### src/rtl/ctas_pkg.sv
// Shared constants, codes and types of the complex transpose-scale-add block.
`timescale 1ns / 1ps
package ctas_pkg;

   localparam int MAX_DIM     = 64;
   localparam int PART_WIDTH  = 16;
   // sign plus three integer bits; the rest of a part is fraction
   localparam int INT_BITS    = 4;
   localparam int REG_INDEX_W = 2;

   typedef enum logic [REG_INDEX_W-1:0] {
      REG_ROWS     = 2'd0,
      REG_COLS     = 2'd1,
      REG_ALPHA_RE = 2'd2,
      REG_ALPHA_IM = 2'd3
   } reg_index_type;

   typedef enum logic {
      FUNC_LOAD  = 1'b0,
      FUNC_ACCUM = 1'b1
   } func_type;

   typedef struct packed {
      logic valid;
      logic last;
   } tag_type;

endpackage

### src/rtl/ctas_mac.sv
// Complex multiply, round, accumulate and saturate pipeline with output register.
`timescale 1ns / 1ps
module ctas_mac #(
   parameter int PART_WIDTH = ctas_pkg::PART_WIDTH
) (
   input  logic                          clock,
   input  logic                          reset,
   input  ctas_pkg::tag_type             issue_tag,
   input  logic signed [PART_WIDTH-1:0]  old_re,
   input  logic signed [PART_WIDTH-1:0]  old_im,
   input  logic signed [PART_WIDTH-1:0]  alpha_re,
   input  logic signed [PART_WIDTH-1:0]  alpha_im,
   input  logic [2*PART_WIDTH-1:0]       src_data,
   input  logic                          rsp_ready,
   output logic                          advance,
   output logic                          rsp_valid,
   output logic signed [PART_WIDTH-1:0]  new_re,
   output logic signed [PART_WIDTH-1:0]  new_im,
   output logic                          sat,
   output logic                          last
);

   localparam int PROD_W = 2 * PART_WIDTH;
   localparam int FRAC   = PART_WIDTH - ctas_pkg::INT_BITS;
   localparam int RND_W  = PROD_W + 2;
   localparam int SH_W   = RND_W - FRAC;
   localparam int SUM_W  = SH_W + 1;
   localparam logic signed [RND_W-1:0] RND_HALF = RND_W'(1) <<< (FRAC - 1);
   localparam logic signed [SUM_W-1:0] P_MAX =
      SUM_W'((64'sd1 <<< (PART_WIDTH - 1)) - 64'sd1);
   localparam logic signed [SUM_W-1:0] P_MIN = -P_MAX - SUM_W'(1);

   ctas_pkg::tag_type s1_tag_ff, s2_tag_ff, out_tag_ff;
   logic signed [PART_WIDTH-1:0] s1_old_re_ff, s1_old_im_ff;
   logic signed [PART_WIDTH-1:0] s2_old_re_ff, s2_old_im_ff;
   logic signed [PROD_W-1:0]     p_rr_ff, p_ii_ff, p_ri_ff, p_ir_ff;
   logic signed [PART_WIDTH-1:0] new_re_ff, new_im_ff;
   logic                         sat_ff;

   logic signed [PART_WIDTH-1:0] src_re, src_im;
   logic signed [RND_W-1:0]      rnd_re, rnd_im, shf_re, shf_im;
   logic signed [SUM_W-1:0]      sum_re, sum_im;
   logic                         clip_re, clip_im;
   logic signed [PART_WIDTH-1:0] new_re_in, new_im_in;

   // the whole pipe freezes while a result waits at the output
   assign advance = !out_tag_ff.valid || rsp_ready;

   assign src_re = $signed(src_data[PART_WIDTH-1:0]);
   assign src_im = $signed(src_data[PROD_W-1:PART_WIDTH]);

   always_comb begin
      rnd_re = RND_W'(p_rr_ff) - RND_W'(p_ii_ff) + RND_HALF;
      rnd_im = RND_W'(p_ri_ff) + RND_W'(p_ir_ff) + RND_HALF;
      // arithmetic shift floors, so ties round up
      shf_re = rnd_re >>> FRAC;
      shf_im = rnd_im >>> FRAC;
      sum_re = SUM_W'($signed(shf_re[SH_W-1:0])) + SUM_W'(s2_old_re_ff);
      sum_im = SUM_W'($signed(shf_im[SH_W-1:0])) + SUM_W'(s2_old_im_ff);
      clip_re = (sum_re > P_MAX) || (sum_re < P_MIN);
      clip_im = (sum_im > P_MAX) || (sum_im < P_MIN);
      if (sum_re > P_MAX) begin
         new_re_in = P_MAX[PART_WIDTH-1:0];
      end else if (sum_re < P_MIN) begin
         new_re_in = P_MIN[PART_WIDTH-1:0];
      end else begin
         new_re_in = sum_re[PART_WIDTH-1:0];
      end
      if (sum_im > P_MAX) begin
         new_im_in = P_MAX[PART_WIDTH-1:0];
      end else if (sum_im < P_MIN) begin
         new_im_in = P_MIN[PART_WIDTH-1:0];
      end else begin
         new_im_in = sum_im[PART_WIDTH-1:0];
      end
   end

   always_ff @(posedge clock) begin
      if (reset) begin
         s1_tag_ff  <= '0;
         s2_tag_ff  <= '0;
         out_tag_ff <= '0;
      end else if (advance) begin
         s1_tag_ff  <= issue_tag;
         s2_tag_ff  <= s1_tag_ff;
         out_tag_ff <= s2_tag_ff;
      end
   end

   always_ff @(posedge clock) begin
      if (advance) begin
         s1_old_re_ff <= old_re;
         s1_old_im_ff <= old_im;
         s2_old_re_ff <= s1_old_re_ff;
         s2_old_im_ff <= s1_old_im_ff;
         p_rr_ff      <= alpha_re * src_re;
         p_ii_ff      <= alpha_im * src_im;
         p_ri_ff      <= alpha_re * src_im;
         p_ir_ff      <= alpha_im * src_re;
         new_re_ff    <= new_re_in;
         new_im_ff    <= new_im_in;
         sat_ff       <= clip_re || clip_im;
      end
   end

   assign rsp_valid = out_tag_ff.valid;
   assign last      = out_tag_ff.last;
   assign new_re    = new_re_ff;
   assign new_im    = new_im_ff;
   assign sat       = sat_ff;

endmodule

### config.mk
export PLATFORM = sky130hd
export DESIGN_NAME = ctas_mac
export DESIGN_NICKNAME = d
export VERILOG_FILES = /design/src/rtl/ctas_pkg.sv /design/src/rtl/ctas_mac.sv
export SDC_FILE = /design/constraint.sdc
export NUM_CORES = 2
export LEC_CHECK = 0
export ABC_AREA = 0
export CAP_MARGIN = 20
export CORE_UTILIZATION = 50
export CTS_CLUSTER_DIAMETER = 50
export DETAILED_ROUTE_END_ITERATION = 10
export DONT_BUFFER_PORTS = 1
export PLACE_DENSITY = 0.74
export SETUP_SLACK_MARGIN = 0.3
export SYNTH_ARGS = -nofsm -noshare
export SYNTH_HDL_FRONTEND = slang
export SYNTH_SLANG_ARGS = --single-unit
### constraint.sdc
create_clock -name clock -period 20.4 [get_ports clock]
set_input_delay 6.12 -clock clock [delete_from_list [all_inputs] [get_ports clock]]
set_output_delay 6.12 -clock clock [all_outputs]
set_load 0.03 [all_outputs]
**Word-level counts from Yosys, hierarchy flattened**

Cells that the tools add are included.

- Bits in registers: 231
- Input bits: 101
- Output and inout bits: 36
- Word-level logic and storage cells: 38

- $add $sub $neg: 6
- $mul: 4
- $lt $le $gt $ge: 4
- Multiplexer cells: 2
- Reductions and logical operators: 5

Operators by type and width:

| cell | number |
|---|---|
| 16-bit by 16-bit multiplier with 32-bit output | 4 |
| 33-bit by 13-bit adder with 34-bit output (second input constant) | 2 |
| 22-bit by 16-bit adder with 23-bit output | 2 |
| 23-bit by 16-bit > comparator with 1-bit output (second input constant) | 2 |
| 23-bit by 16-bit < comparator with 1-bit output (second input constant) | 2 |
| 32-bit by 32-bit adder with 33-bit output | 1 |
| 32-bit by 32-bit subtractor with 33-bit output | 1 |
| 16-bit 2-to-1 mux | 2 |
| 1-bit logical OR | 4 |
| 1-bit zero test | 1 |

**Logic depth before layout (Yosys ltp)**

- Word-level depth: 6
- Gate-level depth with buffers: 26
- Depth with buffers taken out: 25

**Worst setup path after synthesis**

OpenSTA, ideal clock, no wires.

- Kind: input to output
- From: in rsp_ready
- To: out advance
- Arrival time: 12.762 ns
- Setup slack: 1.518 ns
- Stages on the path: 2
- Buffers on the path: 1
- Cell sequence: nand2b_1 clkbuf_1

- Cells in the longest elaborated chain, start to end: 1

RTL lines:

| item | line | source |
|---|---|---|
| start, declared | ctas_mac.sv:14 | `input logic rsp_ready,` |
| 1-bit logical OR | ctas_mac.sv:47 | `assign advance = !out_tag_ff.valid \|\| rsp_ready;` |
| end, declared | ctas_mac.sv:15 | `output logic advance,` |

No other way between the ends.

**Worst setup path in the final report**

Same ends and word-level chain as after synthesis.

==> results.json <==
{
  "outcome": "complete, no violations",
  "gp_congestion": 0.871,
  "yosysWarnings": 0,
  "yosys_register_bits": 231,
  "final_max_slew_viol_count": 0,
  "dpl.hpwl_um": 88500,
  "rows": 117,
  "cpLargestDelayFamily": "simple AND/OR/NAND/NOR gates",
  "synth_top_cell_area_share_pct": 40.7,
  "postRouteAntennaNets": 0,
  "path_cells": "nand2b_4",
  "r2r-start": "p_ri_ff[2]$_DFFE_PP_",
  "finalHoldViolations": 0,
  "grt_overflow": 0,
  "cts-buffers-inserted": 37,
  "grt_start_max_net_pins": 131,
  "cpPeakStageDelay_ns": 0.32,
  "slew_headroom_pct": 41.3,
  "finalCriticalPeriod_ns": 12.61,
  "critPathLaunch": "rsp_ready",
  "crit_end": "advance",
  "worst-path-buf-inv": 0,
  "wirelength_um": 115000,
  "root_buffer": "clkbuf_16",
  "arrival_ns": 6.49,
  "layout_commonest_cell": "inv_1",
  "critPathRequiredTime_ns": 14.28,
  "fp.dieH_um": 323,
  "cp-end-kind": "primary output",
  "final_cell_mix": "inv_1 (1198), fa_1 (1050), nand2_1 (660)",
  "min_path_type": "flop to flop",
  "grt_pass1_wl_um": 193000,
  "rsz0062_at_grt": "false",
  "clk_path_buf_depth": 3,
  "track_usage_pct": 23.3,
  "ys_seq_area_share_pct": 13.3,
  "wl_per_cell_um": 17.5,
  "drt_first_pass_iters": 8,
  "die-width_um": 323,
  "drc_errors": 0,
  "reg2reg_setup_slack_ns": 13.58,
  "synth_flop_cell": "edfxtp_1",
  "nets": 6814,
  "detail_route.iter0.violations": 2199,
  "design.die.area_mm2": 0.105,
  "syn_inst": 5322,
  "clock-sinks": 231,
  "drive_above_1_share_pct": 2.22,
  "worst_pin_slew_ns": 0.879,
  "cts_hold_buf": 0,
  "start_util_pct": 50.6,
  "cts_resized": 0,
  "setup_violations": 0,
  "fmax_mhz": 79.3,
  "ys_types": 93,
  "rr_worst_depth": 21,
  "synth-edff-count": 225,
  "max_cap_violations": 0,
  "critical_path_depth": 1,
  "slowest_stage": "nand2b_4",
  "antenna_found_initial": 3,
  "crit_fanout": 3,
  "vias": 35100,
  "drt-vias-per-instance": 5.35,
  "avgSynthCellArea_um2": 9.70,
  "async_flop_share_pct": 0,
  "path_clk_slew_ns": 0.06,
  "synth_area_leaders": "fa_1 (41%), edfxtp_1 (13%), ha_1 (12%)",
  "yosysTopAreaCell": "fa_1",
  "cts_tree": "yes",
  "reg2reg_to": "new_im[2]$_SDFFCE_PN1P_",
  "synthesis.area_mm2": 0.0516,
  "clkLatencyLatePin_ns": 0.57,
  "grt_pass1_vias": 37800,
  "start_kind": "input port",
  "io_pins": 137,
  "path_class": "input port to primary output",
  "fin_worst_skew_ns": 0.0289,
  "syn-num-nets": 6973,
  "core_area_mm2": 0.102,
  "ctsHtreeMaxLevel": 2,
  "area_growth_pct": 4.30,
  "period_share_pct": 61.8,
  "post_cts_buffers": 0,
  "port_buffers": 0,
  "finalSetupTns_ns": 0
}
how the worst min path moves through the flow:
stage	start	endpoint	slack, ns	cells after the start
finish	s1_old_im_ff[1]$_DFFE_PP_	s2_old_im_ff[1]$_DFFE_PP_	0.40	0
global route	s1_old_im_ff[2]$_DFFE_PP_	s2_old_im_ff[2]$_DFFE_PP_	0.42	0
CTS	s1_old_im_ff[2]$_DFFE_PP_	s2_old_im_ff[2]$_DFFE_PP_	0.41	0
detailed placement	s1_old_im_ff[8]$_DFFE_PP_	s2_old_im_ff[8]$_DFFE_PP_	0.40	0
global placement	s1_old_re_ff[8]$_DFFE_PP_	s2_old_re_ff[8]$_DFFE_PP_	0.40	0
floorplan	s1_old_im_ff[0]$_DFFE_PP_	s2_old_im_ff[0]$_DFFE_PP_	0.40	0
registers in the layout, summed over array words and instances, names as in the netlist:
signal	flops
s1_old_re_ff	16
new_re	16
s2_tag_ff	2
p_ir_ff	32
last	1
s1_tag_ff	2
s2_old_re_ff	16
p_ii_ff	32
rsp_valid	1
new_im	16
s2_old_im_ff	16
sat	1
s1_old_im_ff	16
p_ri_ff	32
p_rr_ff	32
kinds of logic after synthesis:
kind of cell / count (synthesis) / synth area share (%)
buffers and inverters: 1398 / 10.2
muxes: 9 / 0.179
AOI/OAI and AO/OA: 525 / 6.83
adders and majority gates: 1550 / 52.8
and+or+nand+nor: 1404 / 13.1
xor gates and xnor gates: 205 / 3.48
DFF: 231 / 13.3
cell type report:
type | instances | area, µm²
fill | 8977 | 48200
timing repair buffer | 2 | 40.0
multi-input combinational | 3693 | 39500
clock inverter | 28 | 278
tap | 1368 | 1710
clock buffer | 39 | 955
sequential | 231 | 6880
antenna | 3 | 7.51
inverter | 1198 | 4500
synth_stat cells (5+ instances only):
| library cell | number |
|---|---|
| or2_2 | 7 |
| o31ai_1 | 5 |
| nand2_1 | 660 |
| nand4_1 | 9 |
| xnor2_1 | 154 |
| edfxtp_1 | 225 |
| o21a_1 | 22 |
| nor2_1 | 129 |
| and3_1 | 14 |
| a311oi_1 | 5 |
| a211oi_1 | 16 |
| o21ai_2 | 5 |
| a211o_1 | 8 |
| a2111oi_0 | 5 |
| a31oi_1 | 14 |
| xor2_1 | 51 |
| mux2i_1 | 7 |
| ha_1 | 500 |
| nand2b_1 | 83 |
| o211ai_1 | 11 |
| o21ai_0 | 89 |
| clkbuf_1 | 193 |
| a21o_1 | 77 |
| and2_1 | 394 |
| nand3_1 | 29 |
| o21ai_1 | 13 |
| nor3_1 | 32 |
| a21oi_1 | 154 |
| nor2b_1 | 20 |
| o31a_1 | 5 |
| inv_1 | 1198 |
| fa_1 | 1050 |
| dfxtp_1 | 6 |
| o21bai_1 | 26 |
through the flow:
stage                     hold slack (ns)  setup WS [ns]  instances  util [%]  instance area (µm²)
final                               0.402           7.79       6562      52.8                53900
after CTS                           0.411           7.76       6559      52.8                53800
after global placement              0.402           7.76       6492      51.6                52600
after floorplan                     0.400           1.52       5322         -                51600
after global routing                0.420           7.78       6560      52.8                53800
after detailed placement            0.405           7.76       6492      51.6                52600
per-layer routing:
metal  share of wire (%)  global-route usage (%)
met2                  47                    37.5
met4                 3.9                    8.00
met3                 7.7                    4.14
met5                   0                       0
met1                  42                    31.7
Power is left out: the tool's default activity adds up to more than one toggle a clock period on the data nets, which glitch-free logic cannot reach.
