`src/rtl/ctas_pkg.sv`:
```
// Shared constants, codes and types of the complex transpose-scale-add block.
`timescale 1ns / 1ps
package ctas_pkg;

   localparam int MAX_DIM     = 64;
   localparam int PART_WIDTH  = 16;
   // sign plus three integer bits; the rest of a part is fraction
   localparam int INT_BITS    = 4;
   localparam int REG_INDEX_W = 2;

   typedef enum logic [REG_INDEX_W-1:0] {
      REG_ROWS     = 2'd0,
      REG_COLS     = 2'd1,
      REG_ALPHA_RE = 2'd2,
      REG_ALPHA_IM = 2'd3
   } reg_index_type;

   typedef enum logic {
      FUNC_LOAD  = 1'b0,
      FUNC_ACCUM = 1'b1
   } func_type;

   typedef struct packed {
      logic valid;
      logic last;
   } tag_type;

endpackage

```
`src/rtl/ctas_ctrl.sv`:
```
// Configuration registers and load/output position tracking.
`timescale 1ns / 1ps
module ctas_ctrl #(
   parameter int MAX_DIM    = ctas_pkg::MAX_DIM,
   parameter int PART_WIDTH = ctas_pkg::PART_WIDTH,
   localparam int DIM_W  = $clog2(MAX_DIM + 1),
   localparam int IDX_W  = $clog2(MAX_DIM),
   localparam int ADDR_W = $clog2(MAX_DIM * MAX_DIM),
   localparam int CSR_W  = (PART_WIDTH > DIM_W) ? PART_WIDTH : DIM_W
) (
   input  logic                                 clock,
   input  logic                                 reset,
   input  logic                                 csr_write,
   input  logic [ctas_pkg::REG_INDEX_W-1:0]     csr_index,
   input  logic [CSR_W-1:0]                     csr_wdata,
   input  logic                                 load_fire,
   input  logic                                 accum_fire,
   output logic [ADDR_W-1:0]                    wr_addr,
   output logic [ADDR_W-1:0]                    rd_addr,
   output logic signed [PART_WIDTH-1:0]         alpha_re,
   output logic signed [PART_WIDTH-1:0]         alpha_im,
   output logic                                 last_pos
);

   logic [DIM_W-1:0]             rows_ff, rows_in;
   logic [DIM_W-1:0]             cols_ff, cols_in;
   logic signed [PART_WIDTH-1:0] alpha_re_ff, alpha_re_in;
   logic signed [PART_WIDTH-1:0] alpha_im_ff, alpha_im_in;
   logic [IDX_W-1:0]             load_row_ff, load_row_in;
   logic [IDX_W-1:0]             load_col_ff, load_col_in;
   logic [ADDR_W-1:0]            load_index_ff, load_index_in;
   logic [IDX_W-1:0]             out_row_ff, out_row_in;
   logic [IDX_W-1:0]             out_col_ff, out_col_in;
   logic [ADDR_W-1:0]            read_address_ff, read_address_in;

   logic [DIM_W-1:0] dim_val;
   logic             lrow_end, lcol_end, orow_end, ocol_end;

   // zero acts as one, anything above the limit acts as the limit
   always_comb begin
      if (csr_wdata == '0) begin
         dim_val = DIM_W'(1);
      end else if (csr_wdata > CSR_W'(MAX_DIM)) begin
         dim_val = DIM_W'(MAX_DIM);
      end else begin
         dim_val = csr_wdata[DIM_W-1:0];
      end
   end

   assign lrow_end = (DIM_W'(load_row_ff) + DIM_W'(1)) == rows_ff;
   assign lcol_end = (DIM_W'(load_col_ff) + DIM_W'(1)) == cols_ff;
   assign orow_end = (DIM_W'(out_row_ff) + DIM_W'(1)) == rows_ff;
   assign ocol_end = (DIM_W'(out_col_ff) + DIM_W'(1)) == cols_ff;

   always_comb begin
      rows_in         = rows_ff;
      cols_in         = cols_ff;
      alpha_re_in     = alpha_re_ff;
      alpha_im_in     = alpha_im_ff;
      load_row_in     = load_row_ff;
      load_col_in     = load_col_ff;
      load_index_in   = load_index_ff;
      out_row_in      = out_row_ff;
      out_col_in      = out_col_ff;
      read_address_in = read_address_ff;

      if (csr_write) begin
         case (ctas_pkg::reg_index_type'(csr_index))
            ctas_pkg::REG_ROWS, ctas_pkg::REG_COLS: begin
               if (ctas_pkg::reg_index_type'(csr_index) == ctas_pkg::REG_ROWS) begin
                  rows_in = dim_val;
               end else begin
                  cols_in = dim_val;
               end
               // a new shape restarts both walks
               load_row_in     = '0;
               load_col_in     = '0;
               load_index_in   = '0;
               out_row_in      = '0;
               out_col_in      = '0;
               read_address_in = '0;
            end
            ctas_pkg::REG_ALPHA_RE: alpha_re_in = $signed(csr_wdata[PART_WIDTH-1:0]);
            ctas_pkg::REG_ALPHA_IM: alpha_im_in = $signed(csr_wdata[PART_WIDTH-1:0]);
            default: ;
         endcase
      end else begin
         if (load_fire) begin
            // source order: row index runs fastest
            if (lrow_end) begin
               load_row_in = '0;
               load_col_in = lcol_end ? '0 : load_col_ff + IDX_W'(1);
            end else begin
               load_row_in = load_row_ff + IDX_W'(1);
            end
            load_index_in = (lrow_end && lcol_end) ? '0 : load_index_ff + ADDR_W'(1);
         end
         if (accum_fire) begin
            // output order: column index runs fastest, address steps by rows
            if (ocol_end) begin
               out_col_in      = '0;
               out_row_in      = orow_end ? '0 : out_row_ff + IDX_W'(1);
               read_address_in = orow_end ? '0 : ADDR_W'(out_row_ff) + ADDR_W'(1);
            end else begin
               out_col_in      = out_col_ff + IDX_W'(1);
               read_address_in = read_address_ff + ADDR_W'(rows_ff);
            end
         end
      end
   end

   always_ff @(posedge clock) begin
      if (reset) begin
         rows_ff         <= DIM_W'(1);
         cols_ff         <= DIM_W'(1);
         alpha_re_ff     <= PART_WIDTH'(1) <<< (PART_WIDTH - ctas_pkg::INT_BITS);
         alpha_im_ff     <= '0;
         load_row_ff     <= '0;
         load_col_ff     <= '0;
         load_index_ff   <= '0;
         out_row_ff      <= '0;
         out_col_ff      <= '0;
         read_address_ff <= '0;
      end else begin
         rows_ff         <= rows_in;
         cols_ff         <= cols_in;
         alpha_re_ff     <= alpha_re_in;
         alpha_im_ff     <= alpha_im_in;
         load_row_ff     <= load_row_in;
         load_col_ff     <= load_col_in;
         load_index_ff   <= load_index_in;
         out_row_ff      <= out_row_in;
         out_col_ff      <= out_col_in;
         read_address_ff <= read_address_in;
      end
   end

   assign wr_addr  = load_index_ff;
   assign rd_addr  = read_address_ff;
   assign alpha_re = alpha_re_ff;
   assign alpha_im = alpha_im_ff;
   assign last_pos = orow_end && ocol_end;

endmodule

```
`config.mk`:
```
export PLATFORM = sky130hd
export DESIGN_NAME = ctas_ctrl
export DESIGN_NICKNAME = d
export VERILOG_FILES = /design/src/rtl/ctas_pkg.sv /design/src/rtl/ctas_ctrl.sv
export SDC_FILE = /design/constraint.sdc
export NUM_CORES = 1
export LEC_CHECK = 0
export BUFFER_PORTS_ARGS = -buffer_cell sky130_fd_sc_hd__buf_4
export CORE_MARGIN = 3
export CORE_UTILIZATION = 51
export DETAILED_ROUTE_END_ITERATION = 8
export GPL_TIMING_DRIVEN = 0
export PLACE_DENSITY = 0.77
export SETUP_SLACK_MARGIN = 0.4
export SLEW_MARGIN = 0
export SYNTH_ARGS = -nofsm -noshare
export SYNTH_HDL_FRONTEND = slang
export SYNTH_SLANG_ARGS = --single-unit
```
`constraint.sdc`:
```
create_clock -name clock -period 2.3 [get_ports clock]
set_input_delay 0.115 -clock clock [delete_from_list [all_inputs] [get_ports clock]]
set_output_delay 0.115 -clock clock [all_outputs]
set_load 0.02 [all_outputs]
```
== Word level (Yosys, flattened, before mapping) ==
Index checks and enable logic that the tools add are counted.
Storage, ports and cells
  bits in registers: 94
  input port bits: 23
  output and inout bits: 57
  word-level logic and storage cells: 73
Cells by class
  add/subtract/negate cells: 11
  $lt $le $gt $ge: 1
  eq/ne operators: 8
  muxes and demuxes: 25
  bitwise logic cells: 1
  reductions and logical operators: 17
Operator list (number)
  6-bit 2-to-1 mux: 15
  12-bit 2-to-1 mux: 7
  6-bit by 1-bit adder with 7-bit output, second input constant: 5
  7-bit == test: 4
  6-bit by 1-bit adder with 6-bit output, second input constant: 4
  7-bit 2-to-1 mux: 3
  16-bit by 7-bit > comparator with 1-bit output, second input constant: 1
  16-bit logical NOT: 1
  12-bit by 1-bit adder with 12-bit output, second input constant: 1
  12-bit by 7-bit adder with 12-bit output: 1
  3-bit AND reduction: 4
  2-bit AND reduction: 4
  2-bit nonzero test: 4
  2-bit == test, second input constant: 2
  2-bit by 1-bit == test with 1-bit output, second input constant: 1
  1-bit logical AND: 2
  2-bit logical NOT: 1
  2-bit by 1-bit != test with 1-bit output, second input constant: 1
  2-bit OR reduction: 1
  1-bit inverter: 1

== Logic depth before layout (Yosys ltp) ==
  depth in word-level cells: 6
  mapped depth: 9
  gate-level depth less buffers: 8

== Worst setup path before layout ==
No wires, ideal clock.
  path type: flip-flop to flip-flop
  start: register load_row_ff[0]
  end: register load_index_ff[10] (netlist: wr_addr[10])
  library setup time: 0.129 ns
  data arrival time: 2.283 ns
  required time: 2.171 ns
  path slack: -0.113 ns
  stages on the path, launching flop included: 9
  buffers on the path: 1
  clock period less this slack: 2.413 ns
  path through: dfxtp_1 > ha_1 > buf_2 > o21ba_2 > a221o_1 > a2111oi_2 > o21ai_1 > o31ai_4 > nor2_1
On the way
  word-level cells in the longest chain between the ends: 6
RTL lines
  from (decl): line ctas_ctrl.sv:29  | logic [IDX_W-1:0] load_row_ff, load_row_in;
  from (signal assigned): line ctas_ctrl.sv:129  | load_row_ff <= load_row_in;
  6-bit by 1-bit adder with 7-bit output: line ctas_ctrl.sv:50  | assign lrow_end = (DIM_W'(load_row_ff) + DIM_W'(1)) == rows_ff;
  7-bit == test: line ctas_ctrl.sv:50
  1-bit logical AND: line ctas_ctrl.sv:96  | load_index_in = (lrow_end && lcol_end) ? '0 : load_index_ff + ADDR_W'(1);
  12-bit 2-to-1 mux: line ctas_ctrl.sv:96
  12-bit 2-to-1 mux: line ctas_ctrl.sv:88  | if (load_fire) begin
  12-bit 2-to-1 mux: line ctas_ctrl.sv:67  | if (csr_write) begin
  to (signal assigned): line ctas_ctrl.sv:131  | load_index_ff <= load_index_in;
  to (decl): line ctas_ctrl.sv:31  | logic [ADDR_W-1:0] load_index_ff, load_index_in;
No other way between the ends. The select of a mux whose other input is x is not followed.
A chain may end at the register's enable or synchronous reset.

== Final worst setup path ==
  start: register load_row_ff[1]
  end: register load_index_ff[7] (netlist: wr_addr[7])
Same word-level chain as after synthesis.

==> reports/metrics.yaml <==
outcome: "complete, but fails checks"
violations: "negative setup slack"
synth_compound_area_share_pct: 18.1
crit_arrival_ps: 2640
grt_pass1_vias: 4956
seq_power_share_pct: 48.1
io_pins: 80
leakage_nw: 2.61
cts_max_level: 3
rr_endpoint: "wr_addr[7]"
die_y_um: 104
crit_required_ps: 2570
fp.coreArea_mm2: 0.00928
num_rows: 35
synth_top_family_by_area: "simple AND/OR/NAND/NOR gates"
tritoncts: "done"
tns_ps: -611
switching_share_pct: 29.3
p_comb_share_pct: 17.6
final_nets: 768
peakVddDrop_uv: 417
wl_mm: 15.5
drt_iter0_markers: 374
start_util_pct: 52.5
async_reset_ff_share_pct: 0
startpoint: "load_row_ff[1]"
track_usage_pct: 27.2
clockBufferDepth: 2
grt_max_degree: 18
vias: 5170
yosys.area_share.simple_pct: 26.2
setup_slack_ps: -68.0
p_sw_mw: 1.02
drc: 0
cts_root_buf: "clkbuf_8"
clockPowerShare_pct: 34.3
synth_area_leader_cell: "dfxtp_1"
ys_types: 64
max_freq_mhz: 422
post-dp-hpwl_mm: 9.58
synthesis.nets: 632
grt_pass1_wl_mm: 23.9
worst-path-max-fanout: 4
synth_area_mm2: 0.00488
multi_input_area_mm2: 0.00326
synthAdderAreaFrac_pct: 3.49
dieArea_mm2: 0.0108
syn_to_final_growth_pct: 38.7
synthMuxAreaShare_pct: 0.616
min_period_ps: 2370
wire_per_inst_um: 17.9
hold_ws_ps: 6.52
worst_pin_slew_ps: 768
io_buffers: 78
clock_skew_ps: 15.4
synth-seq-cells: 94
ys.warnings.count: 0
cts_num_sinks: 94
ys_seq_area_share_pct: 38.6
p_per_area_mw_per_mm2: 516
synth_xor_area_share_pct: 9.93
ff2ff_path_depth: 9
synth_edf_count: 0
fillers: 676
timing.final.crit_share_pct: 103
gp_congestion: 0.889
postRouteAntennaNets: 0
clk_pin_slew_ps: 100
grt_overflow: 0
dominantRegCellSynth: "dfxtp_1"
synthTopCellsByArea: "dfxtp_1, nand2_1, a21oi_1, xor2_1, xnor2_1"
worstReg2RegStart: "load_row_ff[1]"
final_cell_mix: "nand2_1, buf_4, dfxtp_1, a21oi_1, nor2_1"
slew_headroom_pct: 48.6
p_int_mw: 2.47
holdPathStages: 3
cp-start-kind: "flip-flop"
numCtsBuffers: 9
synth_area_per_cell_um2: 8.18
synth_top_area_share_pct: 38.6
first_pass_iters: 5
final_hold_viol_count: 0
netlist_instances: 596
die_w_um: 104
max-cap-violations: 0
setup_viol: 15
hold_class: "in -> reg"
clk_latency_ps: 380
worstHoldStart: "csr_wdata[0]"
rsz0062_at_grt: "yes"
drive_above_1_share_pct: 31.2
antenna_found_initial: 0
regArea_mm2: 0.00193
min_to: "alpha_im[0]"
path_class: "reg -> reg"
diodes: 0
avgViaCountPerCell: 5.97
drv_slew: 0
reg2reg_slack_ps: -70
worstSetupEndpointType: "flip-flop"
## area by class of cell
type | count | share of cell area, %
Buffer | 28 | 2.22
Inverter | 11 | 0.611
Multi-Input combinational cell | 464 | 48.2
Timing Repair Buffer | 124 | 14.9
Tap cell | 129 | 2.39
Sequential cell | 94 | 28.6
Clock inverter | 6 | 1.09
Clock buffer | 10 | 2.04
## logic make-up after synthesis
family          after synthesis
compound gates              132
xor+xnor                     49
fa+ha+maj                    13
buf+inv                      39
flops                        94
mux                           3
simple gates                266
## power by group through the flow
stage / Sequential (mW) / Clock, mW / Combinational [mW]
finish: 1.68 / 1.19 / 0.615
global route: 1.68 / 1.29 / 0.646
global placement: 1.72 / 0 / 0.418
floorplan: 1.74 / 0 / 0.243
detailed placement: 1.72 / 0 / 0.426
CTS: 1.67 / 1.19 / 0.548
## registers in the layout (all words and copies together), names as in the netlist
signal       flops
alpha_im        16
alpha_re        16
cols_ff          7
load_col_ff      6
load_row_ff      6
out_col_ff       6
out_row_ff       6
rd_addr         12
rows_ff          7
wr_addr         12
## worst max-delay path, stage by stage, from the launching register on
cell	delay, ps
dfxtp_4	370
ha_4	150
buf_6	120
o21ba_4	180
a221o_1	380
a2111oi_4	420
o21ai_4	140
o31ai_4	290
buf_4	170
nor2_1	40
## layer usage
layer | wire, um | global-route usage (%) | vias up
li1 | - | - | 2385
met1 | 6020 | 31.2 | 2436
met2 | 7660 | 47.4 | 276
met3 | 1270 | 6.42 | 73
met4 | 586 | 13.3 | 0
met5 | 0 | 0 | -
## through the flow
stage / setup WS, ps / power, mW / util [%] / cells / area [um^2]
after floorplan: 48.7 / 1.98 / - / 596 / 5060
after global placement: -130 / 2.14 / 62.5 / 803 / 5800
final: -68.0 / 3.49 / 72.8 / 866 / 6760
after global routing: -130 / 3.61 / 72.8 / 866 / 6760
after CTS: -23.5 / 3.41 / 70.8 / 855 / 6570
after detailed placement: -158 / 2.15 / 62.5 / 803 / 5800
## Yosys cell counts (all sizes together) (12+ instances only)
master,number
a21oi,59
ha,12
nor2,42
nor2b,12
o21ai,22
clkbuf,22
nand2,108
nor3,15
xor2,23
dfxtp,94
nand3,32
xnor2,22
## worst max path at each step
stage | slack, ps | endpoint
3_3_place_gp | -130 | wr_addr[10]
6_report | -70 | wr_addr[7]
3_5_place_dp | -160 | wr_addr[10]
2_1_floorplan | 50 | load_col_ff[1]
5_1_grt | -130 | wr_addr[7]
4_1_cts | -20 | wr_addr[6]
## timing repair
item                       in CTS  in global routing
resized for setup              69                 25
pin swaps                      31                 15
hold buffers                    1                  4
hold endpoints to repair        1                  4
setup endpoints to repair      49                 49
gates cloned                    2                  0
buffers inserted               33                  7
No activity file was read; power rests on OpenSTA's default activity.
